File: src/rtl/pcbe_ram.sv
`timescale 1ns / 1ps

module pcbe_ram #(
   parameter int WIDTH = 8,
   parameter int DEPTH = 64
) (
   input  logic                     clock,
   input  logic                     wr_en,
   input  logic [$clog2(DEPTH)-1:0] wr_addr,
   input  logic [WIDTH-1:0]         wr_data,
   input  logic [$clog2(DEPTH)-1:0] rd_addr_a,
   input  logic [$clog2(DEPTH)-1:0] rd_addr_b,
   output logic [WIDTH-1:0]         rd_data_a,
   output logic [WIDTH-1:0]         rd_data_b
);

   logic [WIDTH-1:0] mem [DEPTH];

   // Write one entry, read two with registered data
   always_ff @(posedge clock) begin
      if (wr_en) begin
         mem[wr_addr] <= wr_data;
      end
      rd_data_a <= mem[rd_addr_a];
      rd_data_b <= mem[rd_addr_b];
   end

endmodule

File: config.mk
export PLATFORM = sky130hd
export DESIGN_NAME = pcbe_ram
export DESIGN_NICKNAME = d
export VERILOG_FILES = /design/src/rtl/pcbe_ram.sv
export SDC_FILE = /design/constraint.sdc
export NUM_CORES = 1
export LEC_CHECK = 0
export BUFFER_PORTS_ARGS = -buffer_cell sky130_fd_sc_hd__buf_2
export CORE_MARGIN = 1.5
export CORE_UTILIZATION = 48
export DETAILED_ROUTE_END_ITERATION = 10
export PLACE_DENSITY = 0.63
export SETUP_SLACK_MARGIN = 0.15
export SLEW_MARGIN = 25
export SYNTH_ARGS = -nofsm -noshare
export SYNTH_HDL_FRONTEND = slang
export SYNTH_SLANG_ARGS = --single-unit
File: constraint.sdc
create_clock -name clock -period 3.5 [get_ports clock]
set_clock_uncertainty 0.15 [all_clocks]
set_input_delay 0.7 -clock clock [delete_from_list [all_inputs] [get_ports clock]]
set_output_delay 0.7 -clock clock [all_outputs]
set_load 0.05 [all_outputs]
==> impl_results.md <==
* Outcome: completed
* Share of async-settable or async-resettable flops after synthesis at 0
* Peak VDD IR at 0.407 mV
* First-pass GRT wire length at 96.2 mm
* Gate power share at 0.090
* Data arrival at the endpoint of the critical path at 2950 ps
* Crit path kind: in2reg
* Total wirelength of the detailed-routed design at 66.5 mm
* Cell-by-cell trace of the critical path: clkbuf_8, buf_12, buf_12, mux4_2, mux4_2, o21ai_1, o22ai_1
* Net Switching at 0.00319 W
* Iteration count of the initial detailed-routing pass at 5
* Unrepaired setup endpoints after global routing: no
* Largest net degree at the start of global routing at 65
* Shortest clock period the worst path allows after layout at 2630 ps
* Clock transition at path regs at 60 ps
* Number of standard cells after synthesis at 1211
* Average footprint of a synthesized cell at 20.0 µm²
* Post-CTS Hold Fix Bufs at 0
* Relative slew slack at 0.388
* Root buffer selected by CTS: sky130_fd_sc_hd__clkbuf_16
* Clock Sink Count at 528
* Non-filler instance count after layout at 2064
* Max-cap violations at 0
* Number of clock buffers inserted by TritonCTS at 54
* Global placement routability congestion at 0.903
* Placeable Area at 50100 µm²
* Static leakage at 9.04 nW
* Number of remaining DRC errors at 0
* Kind of end point of the critical path: register
* Yosys cell types at 38
* Placed cells at 1965
* Crit path buf inv count at 3
* Number of enable flip-flop cells after synthesis at 512
* Via density per instance at 6.49
* Min-Delay Path Depth at 3
* Area post-placement at 26000 µm²
* IO Pins at 44
* Horizontal die dimension at 228 µm
* Number of global-route vias before repair at 13.6k
* CTS H-tree lvls at 2
* Number of max-slew violations in the final report at 0
* Post-route setup TNS at 0 ps
* I/O Buffers at 43
* Worst path slowest cell: sky130_fd_sc_hd__mux4_2
* Length in cells of the worst reg-to-reg path at 6
* Number of buffers between clock root and the deepest sink at 3
* Drt initial violations at 1443
* Number of cell rows at 82
* Cell Area, Synth at 24300 µm²
* Clock power frac at 0.412
* Grt total ovfl at 0
* Hold Path Class: in2reg
* Highest achievable clock rate at 380 MHz
* CP Launch Type: primary input
* Total vias in the final route at 13.4k
* Per-cell routed wire length at 32.2 µm
* Initial antenna violation count at 1
* Post-CTS Setup Inserts at 0
* Net Count, Synth at 1239
* Total area of multi-input combinational cells at 8100 µm²
* Number of cells upsized or downsized after cts at 0
* Sequential share of the synthesized area at 0.647
* Portion of total power attributed to sequential cells at 0.499
* Worst-Skew Late Latency at 610 ps
* Overall die area at 51900 µm²
* Count of yosys warnings during synthesis at 0
* Final Cycle Share at 0.752
* Most frequent cell after synthesis: sky130_fd_sc_hd__edfxtp_1
* Number of failing setup endpoints in the final timing report at 0
* Count of endpoints failing hold in the final timing report at 0
* N_diodes at 0
* Maximum cell stage delay along the critical path at 540 ps
* Critical path data required time at 3810 ps
* Leading post-synthesis cells by cell area: sky130_fd_sc_hd__edfxtp_1 (63%), sky130_fd_sc_hd__mux4_2 (25%), sky130_fd_sc_hd__mux2i_1 (2.7%)
* Depth of the critical timing path with buffers and inverters included at 7
* Area added between synthesis and finish at 14.7%
* Storage element area at 15700 µm²
* Filler instances at 3921
* Clock tree from TritonCTS: done
* Post-synth top flop: sky130_fd_sc_hd__edfxtp_1
* Proportion of total power due to net switching at 0.226
* Fin util at 0.556
* Height of the die at 228 µm
* Number of nets with antenna violations after routing at 0
* Final-stage net count at 1377
* Proportion of netlist area held by the largest area contributor at 0.633
* Initial Util at 0.485
* Most area-hungry cell type in the Yosys netlist: sky130_fd_sc_hd__edfxtp_1
* Pin slew with the least headroom to its limit at 915 ps
* Estimated wirelength of the detail-placed design at 44.2 mm
* Internal Power at 0.0109 W
* Crit-path leading delay family: multiplexers
* Non-Filler Cell Area, Final at 27800 µm²
* Share of layout cells above drive strength 1 at 0.381
* Register bit total from synthesis at 528
* Total routing resource utilization after global routing at 0.261
* Most frequent cells after synthesis: sky130_fd_sc_hd__edfxtp_1 (512), sky130_fd_sc_hd__mux4_2 (270), sky130_fd_sc_hd__nor2_1 (75)
* Crit-path max FO at 27
* PD cells at 507 nW/µm²
-- layer usage --
layer  track usage  share of wire  vias to the layer above
li1              -              -                     5503
met5             0              0                        -
met3        0.0676          0.097                      111
met1         0.361           0.39                     7128
met4        0.0940          0.037                        0
met2         0.403           0.47                      651
-- kinds of logic after synthesis --
| group | Yosys count | synth area share |
|---|---|---|
| AO/OA/AOI/OAI | 100 | 0.0281 |
| flip-flops | 528 | 0.647 |
| multiplexers | 338 | 0.279 |
| AND/OR/NAND/NOR | 149 | 0.0269 |
| buffers and inverters | 96 | 0.0198 |
-- registers in the layout, summed over array words and instances, names as in the netlist --
signal	flops
rd_data_a	8
rd_data_b	8
mem	512
-- power groups by stage --
| stage | Clock, W | Sequential [W] | Combinational [W] |
|---|---|---|---|
| 2_1_floorplan | 0 | 0.00724 | 0.000681 |
| 5_1_grt | 0.00615 | 0.00704 | 0.00133 |
| 4_1_cts | 0.00589 | 0.00704 | 0.00126 |
| 3_5_place_dp | 0 | 0.00717 | 0.00126 |
| 6_report | 0.00581 | 0.00704 | 0.00127 |
| 3_3_place_gp | 0 | 0.00717 | 0.00126 |
-- through the flow --
step           setup slack [ps]  hold WS (ps)  total power (W)
2_1_floorplan               840           615          0.00792
3_3_place_gp                281           649          0.00843
3_5_place_dp                290           657          0.00843
4_1_cts                     920           345           0.0142
5_1_grt                     803           376           0.0145
6_report                    868           385           0.0141
-- final cells by class --
type / count / area share
inverters: 3 / 0.000405
well taps: 672 / 0.0302
clock inverters: 26 / 0.00930
flip-flops and latches: 528 / 0.564
clock buffers: 73 / 0.0552
repair buffers: 175 / 0.0502
multi-input cells: 587 / 0.291
-- final timing paths --
check        slack [ps]            to    startpoint
max                 870  rd_data_a[5]  rd_addr_a[0]
min                 390  rd_data_b[4]  rd_addr_b[5]
min reg2reg         660  rd_data_b[5]    mem[30][5]
max reg2reg        1260  rd_data_a[7]    mem[10][7]
-- tightest hold or removal path, delay by kind of cell --
| kind | cells | cell delay (ps) |
|---|---|---|
| buffers and inverters | 1 | 220 |
| and+or+nand+nor | 2 | 170 |
-- layout by cell type, fill, tap and decap left out, drive strengths merged --
cell type / count
o211ai: 3
edfxtp: 512
nor2b: 8
mux2: 2
nand3b: 2
nand3: 20
and2: 3
o21ai: 24
o31a: 5
clkbuf: 75
mux4: 270
a21oi: 10
a221o: 5
a32oi: 1
nand2b: 6
buf: 173
inv: 4
o2111ai: 1
a22oi: 14
bufinv: 5
o22ai: 20
nor3: 2
a221oi: 7
o221ai: 5
dfxtp: 16
a2111oi: 2
a311o: 1
clkinvlp: 1
or3: 1
mux2i: 66
nand4b: 1
clkinv: 19
nand2: 28
a211oi: 2
nor2: 75
nand4: 3
No activity file was read; power rests on OpenSTA's default activity.
